[src/csr_sor_smoother_core_defines.svh]
// Assertion helpers for the smoother RTL.
`ifndef CSR_SOR_SMOOTHER_CORE_DEFINES_SVH
`define CSR_SOR_SMOOTHER_CORE_DEFINES_SVH

// Check that a property holds at every clock edge, outside reset.
`define CSR_CHECK(lbl, prop, msg) \
  lbl: assert property (@(posedge clk) disable iff (!rst_n) (prop)) else $error(msg);

// Check that a condition implies another in the same cycle.
`define CSR_IMPLY(lbl, a, b, msg) \
  lbl: assert property (@(posedge clk) disable iff (!rst_n) (a) |-> (b)) else $error(msg);

`endif

[src/csr_pkg.sv]
package csr_pkg;

  localparam int MAX_ROWS     = 1024;
  localparam int MAX_NONZEROS = 8192;
  localparam int VAL_W        = 32;
  localparam int FRAC_W       = 16;
  localparam int OMEGA_FRAC   = 14;
  localparam int ROW_AW       = 10;  // index into rhs and solution
  localparam int RS_AW        = 11;  // index into row starts (MAX_ROWS+1 entries)
  localparam int NZ_AW        = 13;  // index into nonzeros
  localparam int RS_W         = 14;  // row start offset
  localparam int COL_W        = 10;
  localparam int DVD_W        = VAL_W + FRAC_W;

  localparam logic [2:0] CMD_ROW_START = 3'd0;
  localparam logic [2:0] CMD_NONZERO   = 3'd1;
  localparam logic [2:0] CMD_RHS       = 3'd2;
  localparam logic [2:0] CMD_SOL_WRITE = 3'd3;
  localparam logic [2:0] CMD_RUN       = 3'd4;
  localparam logic [2:0] CMD_READ      = 3'd5;

  localparam logic [2:0] REG_OMEGA     = 3'd0;
  localparam logic [2:0] REG_FIRST_ROW = 3'd1;
  localparam logic [2:0] REG_LAST_ROW  = 3'd2;
  localparam logic [2:0] REG_ROW_STEP  = 3'd3;
  localparam logic [2:0] REG_SWEEPS    = 3'd4;
  localparam logic [2:0] REG_THRESHOLD = 3'd5;

  typedef struct packed {
    logic               rs_we;
    logic               nz_we;
    logic               rhs_we;
    logic               sol_we;
    logic [NZ_AW-1:0]   addr;
    logic [COL_W-1:0]   col;
    logic [VAL_W-1:0]   data;
  } csr_wr_t;

  typedef struct packed {
    logic [RS_AW-1:0]  rs_addr;
    logic [NZ_AW-1:0]  nz_addr;
    logic [ROW_AW-1:0] rhs_addr;
    logic [ROW_AW-1:0] sol_addr;
  } csr_rd_t;

  typedef struct packed {
    logic [RS_W-1:0]  rs;
    logic [COL_W-1:0] col;
    logic [VAL_W-1:0] coef;
    logic [VAL_W-1:0] rhs;
    logic [VAL_W-1:0] sol;
  } csr_rdata_t;

  typedef struct packed {
    logic             ovf;
    logic [VAL_W-1:0] v;
  } sat_t;

  function automatic sat_t sat_val(input logic signed [63:0] x);
    sat_t r;
    logic signed [63:0] hi;
    logic signed [63:0] lo;
    hi = 64'sd2147483647;
    lo = -64'sd2147483648;
    r.ovf = 1'b0;
    if (x > hi) begin
      r.ovf = 1'b1;
      r.v   = hi[VAL_W-1:0];
    end else if (x < lo) begin
      r.ovf = 1'b1;
      r.v   = lo[VAL_W-1:0];
    end else begin
      r.v = x[VAL_W-1:0];
    end
    return r;
  endfunction

endpackage

[src/csr_div.sv]
module csr_div
  import csr_pkg::*;
(
  input  logic             clk,
  input  logic             rst_n,
  input  logic             start,
  input  logic [DVD_W-1:0] dividend,
  input  logic [VAL_W-1:0] divisor,
  output logic             done,
  output logic [DVD_W-1:0] quotient
);

  localparam int CNT_W = $clog2(DVD_W + 1);

  logic             run_r, run_nxt;
  logic             done_r, done_nxt;
  logic [CNT_W-1:0] cnt_r, cnt_nxt;
  logic [VAL_W-1:0] rem_r, rem_nxt;
  logic [DVD_W-1:0] dq_r, dq_nxt;
  logic [VAL_W-1:0] dvs_r, dvs_nxt;
  logic [VAL_W:0]   trial;
  logic             fits;

  always_comb begin
    trial    = {rem_r, dq_r[DVD_W-1]};
    fits     = trial >= {1'b0, dvs_r};
    run_nxt  = run_r;
    done_nxt = 1'b0;
    cnt_nxt  = cnt_r;
    rem_nxt  = rem_r;
    dq_nxt   = dq_r;
    dvs_nxt  = dvs_r;
    if (start) begin
      run_nxt = 1'b1;
      cnt_nxt = CNT_W'(DVD_W);
      rem_nxt = '0;
      dq_nxt  = dividend;
      dvs_nxt = divisor;
    end else if (run_r) begin
      // one quotient bit per cycle, restoring
      rem_nxt = fits ? VAL_W'(trial - {1'b0, dvs_r}) : trial[VAL_W-1:0];
      dq_nxt  = {dq_r[DVD_W-2:0], fits};
      cnt_nxt = cnt_r - 1'b1;
      if (cnt_r == CNT_W'(1)) begin
        run_nxt  = 1'b0;
        done_nxt = 1'b1;
      end
    end
  end

  always_ff @(posedge clk) begin
    if (!rst_n) begin
      run_r  <= 1'b0;
      done_r <= 1'b0;
    end else begin
      run_r  <= run_nxt;
      done_r <= done_nxt;
    end
    cnt_r <= cnt_nxt;
    rem_r <= rem_nxt;
    dq_r  <= dq_nxt;
    dvs_r <= dvs_nxt;
  end

  assign done     = done_r;
  assign quotient = dq_r;

endmodule

[config.mk]
export PLATFORM = sky130hd
export DESIGN_NAME = csr_div
export DESIGN_NICKNAME = d
export VERILOG_FILES = /design/src/csr_sor_smoother_core_defines.svh /design/src/csr_pkg.sv /design/src/csr_div.sv
export SDC_FILE = /design/constraint.sdc
export NUM_CORES = 1
export LEC_CHECK = 0
export BUFFER_PORTS_ARGS = -buffer_cell sky130_fd_sc_hd__buf_2
export CAP_MARGIN = 20
export CORE_MARGIN = 8
export CORE_UTILIZATION = 50
export CTS_CLUSTER_SIZE = 10
export DETAILED_ROUTE_END_ITERATION = 7
export MAX_ROUTING_LAYER = met4
export PLACE_DENSITY = 0.76
export SYNTH_ARGS = -nofsm -noshare
export SYNTH_HDL_FRONTEND = slang
export SYNTH_SLANG_ARGS = --single-unit
export TNS_END_PERCENT = 50
[constraint.sdc]
create_clock -name clk -period 2.7 [get_ports clk]
set_input_delay 0.54 -clock clk [delete_from_list [all_inputs] [get_ports clk]]
set_output_delay 0.54 -clock clk [all_outputs]
set_load 0.02 [all_outputs]
==> results of run 1 <==
==> flip-flops by register name, indices dropped and copies added (netlist names) <==
| signal | cells |
|---|---|
| run_r | 1 |
| dvs_r | 32 |
| rem_r | 32 |
| quotient | 48 |
| cnt_r | 6 |
| done | 1 |
==> per-stage QoR <==
step	setup TNS (ns)	worst slack, ns	util [%]
2_1_floorplan	-0.0148	-0.0148	-
3_3_place_gp	-1.27	-0.168	63.3
3_5_place_dp	-5.27	-0.282	63.3
4_1_cts	-0.285	-0.0514	70.3
5_1_grt	-5.38	-0.238	71.3
6_report	-1.03	-0.0986	71.3
==> final timing paths <==
path | cells past startpoint | to | start
setup / recovery | 13 | rem_r[4]$_SDFFE_PP0P_ | dvs_r[24]$_DFFE_PP_
hold / removal | 1 | dvs_r[20]$_DFFE_PP_ | divisor[20]
setup reg to reg | 13 | rem_r[4]$_SDFFE_PP0P_ | dvs_r[24]$_DFFE_PP_
hold reg to reg | 2 | cnt_r[1]$_SDFFE_PP0P_ | cnt_r[1]$_SDFFE_PP0P_
==> metal layers <==
layer | routed length [um] | GRT usage [%] | share of wire, %
met4 | 484 | 8.77 | 2.4
met3 | 1310 | 6.59 | 6.5
met5 | 0 | - | 0
met1 | 8530 | 26.7 | 42
met2 | 9790 | 38.2 | 49
==> cell usage after synthesis, types with 6 or more instances <==
cell	number
nand2_1	66
inv_1	39
clkbuf_1	19
a21oi_1	31
nand2_2	10
nand4_1	9
nor2_1	60
o21ai_0	20
mux2_2	49
nor4_1	6
a21o_1	8
nor2b_1	6
a31oi_1	7
xor2_1	10
a311oi_2	10
nand3_1	10
a311oi_1	13
nor3_1	8
ha_1	34
xnor2_1	19
dfxtp_1	40
buf_2	7
nand2b_1	8
edfxtp_1	80
==> timing repair <==
action / in CTS / in global routing
setup endpoints to repair: 33 / 33
pin swaps: 22 / 11
gates cloned: 1 / 0
buffers inserted: 6 / 1
resized for setup: 52 / 28
==> cells by family (layout without fill, tap and decap cells) <==
group	count (synthesis)	after routing	synth area share, %
muxes	52	52	8.56
buffers and inverters	73	322	4.99
and+or+nand+nor	199	199	13.5
adders and majority gates	35	35	6.56
DFF	120	120	47.1
AOI/OAI and AO/OA	139	139	15.5
xor gates and xnor gates	29	29	3.74
==> area by class of cell <==
class                           count  area share, %
Inverter                           39           1.55
Clock buffer                       19           4.59
Multi-Input combinational cell    454           38.6
Timing Repair Buffer              251           17.5
Sequential cell                   120           34.0
Clock inverter                     13           1.52
Tap cell                          176           2.33
==> power by group through the flow <==
stage	logic [uW]	clock network [uW]	registers (uW)
floorplan	817	0	2370
global placement	1460	0	2290
detailed placement	1490	0	2290
CTS	1630	2270	2270
global route	1840	2350	2290
finish	1700	2250	2280
==> run metrics, run 1 <==
result of the run=finished, violations left; violated checks=setup timing; unrepaired setup endpoints after global routing=yes; peak fanout along the critical path=8; wire length of the first global-routing pass=about 32000 um; Max Transition Viols Final=0; maximum number of pins on one net before global-route repair=57; cell area after layout=around 9400 sq um; Placed Area=about 8400 sq um; summed instance area of the synthesized netlist=just under 7000 sq um; routed wirelength normalized by instance count=approximately 19 um; number of buffers inserted during clock tree synthesis=17; wire length reported by the detailed router=approximately 20000 um; sequential share of the synthesized area=47.1%; number of synthesized register bits=120; Detail Route Antenna Nets=0; Clock Sinks=120; commonest register cell after synthesis=edfxtp_1; Largest delay share family, worst path=compound AO/OA/AOI/OAI gates; GR Overflow Total=0; starting density of the core=between 50% and 60%; first-pass iteration count of the detailed router=5; post-route minimum period=around 2.8 ns; Most common cell on crit path=buf_6; final-report hold violation count=0; initial antenna violation count=0; net switching share of the total power=between 30% and 40%; via count of the first global-routing pass=about 6500; total instance count after detailed placement=just over 1000; kind of start point of the critical path=register; final-layout worst hold slack=0.293 ns; worst endpoint required time=between 3 and 4 ns; portion of total power attributed to sequential cells=approximately 37%; internal power consumption=4330 uW; num ports=132; worst vdd rail ir drop=about 0.6 mV; clock tree from TritonCTS=built; slew at the pin closest to its max-slew limit=slightly above 0.7 ns; CTS hold repair buffers=0; Synth area leaders=edfxtp_1, dfxtp_1, mux2_2, ha_1, nand2_1; CP max stage delay=0.40 ns; buffers added on ports=about 130; die boundary width=~130 um; deepest level of the CTS H-tree=4; area share of the largest cell type after synthesis=35.4%; final worst path period share=104%; clk slew on worst S/H paths=about 0.060 ns; First DRT Iteration DRCs=around 500; portion of total power attributed to the clock network=a little over a third; clock skew=approximately 0.014 ns; total power draw=approximately 6200 uW; Switching Power=about 1900 uW; share of layout cells above drive strength 1=between 40% and 50%; max capacitance violation total=0; most common library cell in the layout ignoring fill and taps=buf_2; category of the most critical setup path=reg -> reg; count of filler cells inserted in the layout=between 900 and 1000; cell at the root of the clock tree=clkbuf_16; fraction of synthesis flops using an asynchronous set or reset pin=0%; antenna cells=0; GRT Total Usage=between 20% and 30%; buffering stage count on the worst path with inverters included=4; via count=just over 6000; Mapped Avg Cell Area=roughly 11 sq um; clock latency on the worst-skew pair=approximately 0.42 ns; crit path capture type=register; Mapped Cells=around 650; DRC violations left=0; area occupied by registers=~3200 sq um; worst max-slew margin expressed relative to the limit=between 50% and 60%; cell taking the most area after synthesis=edfxtp_1; type of the worst min-delay path=in -> reg; Mapped Nets=between 700 and 800; placed wire-length estimate after detailed placement=approximately 14000 um; Combinational Power Share=between 20 and 30%; clock tree buffer depth=2; Worst R2R Setup Slack=-0.1 ns; number of synthesized flops with an enable pin=80; Area growth syn-to-layout=39.0%; vias per cell=about 5.7; Leak=between 0.003 and 0.004 uW; Fmax=roughly 360 MHz; Final Worst Setup Slack=-0.0986 ns; die area=17600 sq um; Synth Warn #=0; final number of setup-violating endpoints=27; total core area=about 13000 sq um; post-layout instance count excluding filler cells=approximately 1100; # nets final=approximately 1000; most frequent cells in the layout=buf_2, buf_4, edfxtp_1; slowest stage cell, crit path=or3b_4; Netlist cell types=66; die outline height=between 100 and 150 um; Rows=42; arrival time of the worst setup path=approximately 3.1 ns; Final Wtd Congestion=0.929; ordered list of cells on the worst path=inv_1 > ha_2 > a21oi_4 > o21ai_1 > a21o_1 > o21ai_2 > or3b_4 > buf_6 > a211oi_4 > buf_6 > buf_12 > nand2_2 > a311oi_2; multi-input gate area in the final layout=approximately 3600 sq um; Power Dens Cells=between 600 and 700 nW/um^2
No activity file was read; power rests on OpenSTA's default activity.
==> run 2, diff against run 1 <==
Settings changed: SKIP_CTS_REPAIR_TIMING from default to 1.
==> run 2 against run 1 <==
  * The run still ends with setup timing left
  * Critical path type unchanged
  * Clock skew fell by 0.0016 ns
  * Cell count fell by 0.28%
  * Sequential power is essentially flat
  * Largest cell class unchanged
==> run metrics, run 2 (same netlist as run 1, synthesis figures left out) <==
result of the run=finished, violations left; violated checks=setup timing; Leak=0.00395 uW (-0.57%); Power Dens Cells=660 nW/um^2 (+0.14%); post-route minimum period=2.90 ns (+0.105 ns); share of layout cells above drive strength 1=46.8% (+0.16 points); First DRT Iteration DRCs=422 (-16%); num ports=132 (unchanged); r2r worst-path depth=13 (unchanged); startpoint of the lowest-slack register-to-register path=dvs_r[1]$_DFFE_PP_; core utilization of the finished layout=71.2% (-0.076 points); # nets final=998 (-0.30%); Detail Route Antenna Nets=0 (unchanged); buffers added on ports=131 (unchanged); clk slew on worst S/H paths=0.06 ns (about the same); arrival time of the worst setup path=3.24 ns (+0.11 ns); Hold Crit Endpoint=dvs_r[20]$_DFFE_PP_; most common library cell in the layout ignoring fill and taps=buf_2; post-layout instance count excluding filler cells=1069 (-0.28%); worst vdd rail ir drop=0.587 mV (+0.12%); final-report hold violation count=0 (unchanged); Max Transition Viols Final=0 (unchanged); kind of start point of the critical path=register; Clock Sinks=120 (unchanged); CP max stage delay=0.43 ns (+0.03 ns); slew at the pin closest to its max-slew limit=0.711 ns (-0.00648 ns); Reg-to-Reg End=rem_r[4]$_SDFFE_PP0P_; ordered list of cells on the worst path=inv_2 > ha_4 > nor2b_4 > o211ai_1 > a211o_1 > a21oi_2 > or3b_4 > buf_6 > a211oi_4 > buf_6 > buf_12 > nand2_2 > a311oi_2; start point of the worst min-delay path=divisor[20]; Final Worst Setup Slack=-0.204 ns (-0.105 ns); worst endpoint required time=3.03 ns (about the same); total core area=13200 sq um (unchanged); unrepaired setup endpoints after global routing=yes; clock tree from TritonCTS=built; cell at the root of the clock tree=clkbuf_16; wire length of the first global-routing pass=31300 um (-3.3%); depth of the worst hold-timing path=1 (unchanged); Fmax=344 MHz (-3.6%); starting density of the core=51.3% (unchanged); slowest stage cell, crit path=edfxtp_1; wire length reported by the detailed router=20100 um (about the same); maximum number of pins on one net before global-route repair=57 (unchanged); Worst R2R Setup Slack=-0.20 ns (-0.11 ns); category of the most critical setup path=reg -> reg; Most common cell on crit path=buf_6; GRT Total Usage=22.6% (-0.76 points); initial antenna violation count=0 (unchanged); vias per cell=5.61 (-0.94%); routed wirelength normalized by instance count=18.8 um (+0.21%); die outline height=133 um (unchanged); die boundary width=133 um (unchanged); Rows=42 (unchanged); via count of the first global-routing pass=6357 (-1.7%); clock skew=0.0122 ns (-0.00165 ns); final number of setup-violating endpoints=32 (+19%); setup TNS=-3.59 ns (-2.56 ns); first-pass iteration count of the detailed router=5 (unchanged); die area=17600 sq um (unchanged); Final Wtd Congestion=0.929 (unchanged); antenna cells=0 (unchanged); Area growth syn-to-layout=38.8%; deepest level of the CTS H-tree=4 (unchanged); via count=5995 (-1.2%); clock latency on the worst-skew pair=0.42 ns (about the same); type of the worst min-delay path=in -> reg; max capacitance violation total=0 (unchanged); GR Overflow Total=0 (unchanged); most frequent cells in the layout=buf_2, buf_4, edfxtp_1; peak fanout along the critical path=8 (unchanged); total instance count after detailed placement=1032 (unchanged); final worst path period share=108% (+3.9 points); clock tree buffer depth=2 (unchanged); number of buffers inserted during clock tree synthesis=17 (unchanged); worst max-slew margin expressed relative to the limit=52.6% (+0.43 points); placed wire-length estimate after detailed placement=13900 um (unchanged); number of flip-flops under the largest register name=48 (unchanged); DRC violations left=0 (unchanged); total power draw=6220 uW (about the same); count of filler cells inserted in the layout=968 (-0.10%); crit path capture type=register
-- run 2: changes by cell type in the layout (fill, tap and decap cells not counted), moves of 2 or more --
cell,before,now
a21oi_4,3,1
clkbuf_16,17,19
ha_2,2,6
ha_1,18,14
buf_4,111,108
-- run 2: worst max-delay path, delay by kind of cell (launching register included) --
kind                       cells  cell delay (ns)
DFF                            1             0.43
and+or+nand+nor                3             0.61
buffers and inverters          4             0.54
adders and majority gates      1             0.20
AOI/OAI and AO/OA              5             1.03
-- run 2: layout make-up --
class / count / area [sq um] / area share [%]
Timing Repair Buffer: 248 / 1640 / 17.4
Multi-Input combinational cell: 454 / 3640 / 38.6
Inverter: 39 / 146 / 1.55
Tap cell: 176 / 220 / 2.33
Clock buffer: 19 / 433 / 4.59
Clock inverter: 13 / 144 / 1.53
Sequential cell: 120 / 3210 / 34.0
-- run 2: routing by layer --
layer  wire length (um)  GRT usage, %  part of all wire (%)  vias up
met5                  0             -                     0        -
met4                393          8.33                   2.0        0
met3               1280          6.85                   6.4       31
met2               9830          36.2                    49      228
met1               8600          26.2                    43     2892
li1                   -             -                     -     2844
-- run 2: worst max path at each step --
stage / from / end / depth (start not counted)
after floorplan: quotient[47]$_DFFE_PP_ / rem_r[28]$_SDFFE_PP0P_ / 11
after global placement: dvs_r[19]$_DFFE_PP_ / rem_r[28]$_SDFFE_PP0P_ / 10
after detailed placement: dvs_r[17]$_DFFE_PP_ / rem_r[28]$_SDFFE_PP0P_ / 10
after CTS: dvs_r[19]$_DFFE_PP_ / rem_r[28]$_SDFFE_PP0P_ / 10
after global routing: dvs_r[1]$_DFFE_PP_ / rem_r[4]$_SDFFE_PP0P_ / 13
final: dvs_r[1]$_DFFE_PP_ / rem_r[4]$_SDFFE_PP0P_ / 13
-- run 2: metrics by stage --
stage / hold WS [ns] / instance area [sq um] / worst slack, ns
2_1_floorplan: 0.460 / 6800 / -0.0148
3_3_place_gp: 0.473 / 8380 / -0.168
3_5_place_dp: 0.483 / 8380 / -0.282
4_1_cts: 0.279 / 8960 / -0.310
5_1_grt: 0.274 / 9430 / -0.285
6_report: 0.290 / 9430 / -0.204
-- run 2: power breakdown --
part	leakage (uW)	switching, uW	internal [uW]
Sequential	0.00113	120	2160
Combinational	0.00255	885	805
Clock	0.000274	887	1370
==> run 3, diff against run 2 <==
Settings changed: CTS_BUF_LIST from default to sky130_fd_sc_hd__clkbuf_16.
==> run 3 against run 2 <==
  * The flow still finishes with violations (setup timing)
  * Worst setup slack lost 0.00065 ns
  * Die area stayed put
  * Critical endpoint unchanged
  * Flip-flop and latch count is the same
  * Sequential power about the same
  * Global-route usage barely moved
  * Critical path type unchanged
  * Routed wire length up 0.17%
  * First-iteration DRC count down 2.1%
  * Combinational power about the same
==> run metrics, run 3 (same netlist as run 1, synthesis figures left out) <==
Area growth syn-to-layout=38.8% (unchanged); final-layout worst hold slack=0.288 ns (-0.00251 ns); clk slew on worst S/H paths=0.06 ns (about the same); most frequent cells in the layout=buf_2, buf_4, edfxtp_1; detailed route wirelength on metal3=1290 um (+0.47%); via count of the first global-routing pass=6359 (+0.031%); clock tree buffer depth=2 (unchanged); cell at the root of the clock tree=clkbuf_16; die area=17600 sq um (unchanged); Final Wtd Congestion=0.929 (unchanged); depth of the worst hold-timing path=1 (unchanged); unrepaired setup endpoints after global routing=yes; Power Dens Cells=659 nW/um^2 (about the same); ordered list of cells on the worst path=inv_2 > ha_4 > nor2b_4 > o211ai_1 > a211o_1 > a21oi_2 > or3b_4 > buf_6 > a211oi_4 > buf_6 > buf_12 > nand2_2 > a311oi_2; wire length of the first global-routing pass=31300 um (about the same); final worst path period share=108% (about the same); routed wirelength normalized by instance count=18.8 um (+0.17%); deepest level of the CTS H-tree=4 (unchanged); result of the run=finished, violations left; clock skew=0.0116 ns (-0.000577 ns); final number of setup-violating endpoints=32 (unchanged); category of the most critical setup path=reg -> reg; via count=6027 (+0.53%); Largest delay share family, worst path=compound AO/OA/AOI/OAI gates; worst endpoint required time=3.03 ns (about the same); count of filler cells inserted in the layout=968 (unchanged); worst max-slew margin expressed relative to the limit=52.8% (+0.21 points); maximum number of pins on one net before global-route repair=57 (unchanged); slowest stage cell, crit path=edfxtp_1; first-pass iteration count of the detailed router=5 (unchanged); length of routed wiring on met1=8580 um (-0.26%); number of buffers inserted during clock tree synthesis=17 (unchanged); post-route minimum period=2.90 ns (+0.000654 ns); Most common cell on crit path=buf_6; max capacitance violation total=0 (unchanged); uppermost layer routed=met4; Rows=42 (unchanged); peak fanout along the critical path=8 (unchanged); final-report hold violation count=0 (unchanged); num ports=132 (unchanged); die outline height=133 um (unchanged); die boundary width=133 um (unchanged); area occupied by registers=3210 sq um (unchanged); Met2 Wirelength=9820 um (about the same); CP max stage delay=0.43 ns (about the same); most common library cell in the layout ignoring fill and taps=buf_2; type of the worst min-delay path=in -> reg; crit path capture type=register; wire length reported by the detailed router=20100 um (+0.17%); Hold Crit Endpoint=dvs_r[20]$_DFFE_PP_; antenna cells=0 (unchanged); worst slack at placement=-0.282 ns (unchanged); share of layout cells above drive strength 1=46.8% (unchanged); First DRT Iteration DRCs=413 (-2.1%); violated checks=setup timing; number of flip-flops under the largest register name=48 (unchanged); Final Worst Setup Slack=-0.204 ns (-0.000654 ns); clock tree from TritonCTS=built; placed wire-length estimate after detailed placement=13900 um (unchanged); # nets final=998 (unchanged); Leak=0.00396 uW (+0.21%); GRT Total Usage=22.6% (about the same); Max Transition Viols Final=0 (unchanged); arrival time of the worst setup path=3.24 ns (about the same); Worst R2R Setup Slack=-0.20 ns (about the same); Reg-to-Reg End=rem_r[4]$_SDFFE_PP0P_; Clock Sinks=120 (unchanged); buffering stage count on the worst path with inverters included=4 (unchanged); clock latency on the worst-skew pair=0.42 ns (about the same); Fmax=344 MHz (about the same); buffers added on ports=131 (unchanged); slew at the pin closest to its max-slew limit=0.708 ns (-0.00310 ns); multi-input gate area in the final layout=3640 sq um (unchanged); Detail Route Antenna Nets=0 (unchanged); r2r worst-path depth=13 (unchanged); starting density of the core=51.3% (unchanged); worst vdd rail ir drop=0.587 mV (about the same); initial antenna violation count=0 (unchanged); startpoint of the lowest-slack register-to-register path=dvs_r[1]$_DFFE_PP_; DRC violations left=0 (unchanged); GR Overflow Total=0 (unchanged); start point of the worst min-delay path=divisor[20]; total core area=13200 sq um (unchanged); kind of start point of the critical path=register; vias per cell=5.64 (+0.53%)
-- run 3: cell types whose count changed in the layout (fill, tap and decap cells not counted), sizes merged --
cell	before	now
clkbuf	21	19
inv	44	46
-- run 3: worst register-to-register path: cells and delay by family (launching register included) --
family | cells | cell delay (ns)
fa+ha+maj | 1 | 0.20
compound gates | 5 | 1.04
buf+inv | 4 | 0.54
simple gates | 3 | 0.61
flops | 1 | 0.43
-- run 3: layout make-up --
type                    instances  share of cell area [%]
multi-input cells             454                    38.6
inverters                      39                    1.55
well taps                     176                    2.33
flip-flops and latches        120                    34.0
clock inverters                15                    1.61
repair buffers                248                    17.4
clock buffers                  17                    4.51
-- run 3: stage by stage --
stage               cell area, sq um  instances  total power (uW)  util [%]  TNS (ns)
finish                          9430       1069              6220      71.2     -3.52
global route                    9430       1069              6470      71.2     -6.47
CTS                             8960       1064              6030      67.6     -6.45
detailed placement              8380       1032              3790      63.3     -5.27
global placement                8380       1032              3740      63.3     -1.27
floorplan                       6800        647              3180         -   -0.0148
-- run 3: report_power, final --
group | internal (uW) | total (uW) | leakage [uW] | switching, uW
combinational | 805 | 1690 | 0.00255 | 886
clock | 1360 | 2250 | 0.000283 | 888
sequential | 2160 | 2280 | 0.00113 | 120
-- run 3: how the worst max path moves through the flow --
stage                                 startpoint  cells after the start                      to  slack, ns
after floorplan           quotient[47]$_DFFE_PP_                     11  rem_r[28]$_SDFFE_PP0P_      -0.01
after global placement       dvs_r[19]$_DFFE_PP_                     10  rem_r[28]$_SDFFE_PP0P_      -0.17
after detailed placement     dvs_r[17]$_DFFE_PP_                     10  rem_r[28]$_SDFFE_PP0P_      -0.28
after CTS                    dvs_r[19]$_DFFE_PP_                     10  rem_r[28]$_SDFFE_PP0P_      -0.31
after global routing          dvs_r[1]$_DFFE_PP_                     13   rem_r[4]$_SDFFE_PP0P_      -0.29
final                         dvs_r[1]$_DFFE_PP_                     13   rem_r[4]$_SDFFE_PP0P_      -0.20
-- run 3: metal layers --
layer | vias to the layer above | GRT usage, %
li1 | 2843 | -
met5 | - | -
met3 | 38 | 6.89
met4 | 0 | 8.58
met1 | 2910 | 26.3
met2 | 236 | 36.0
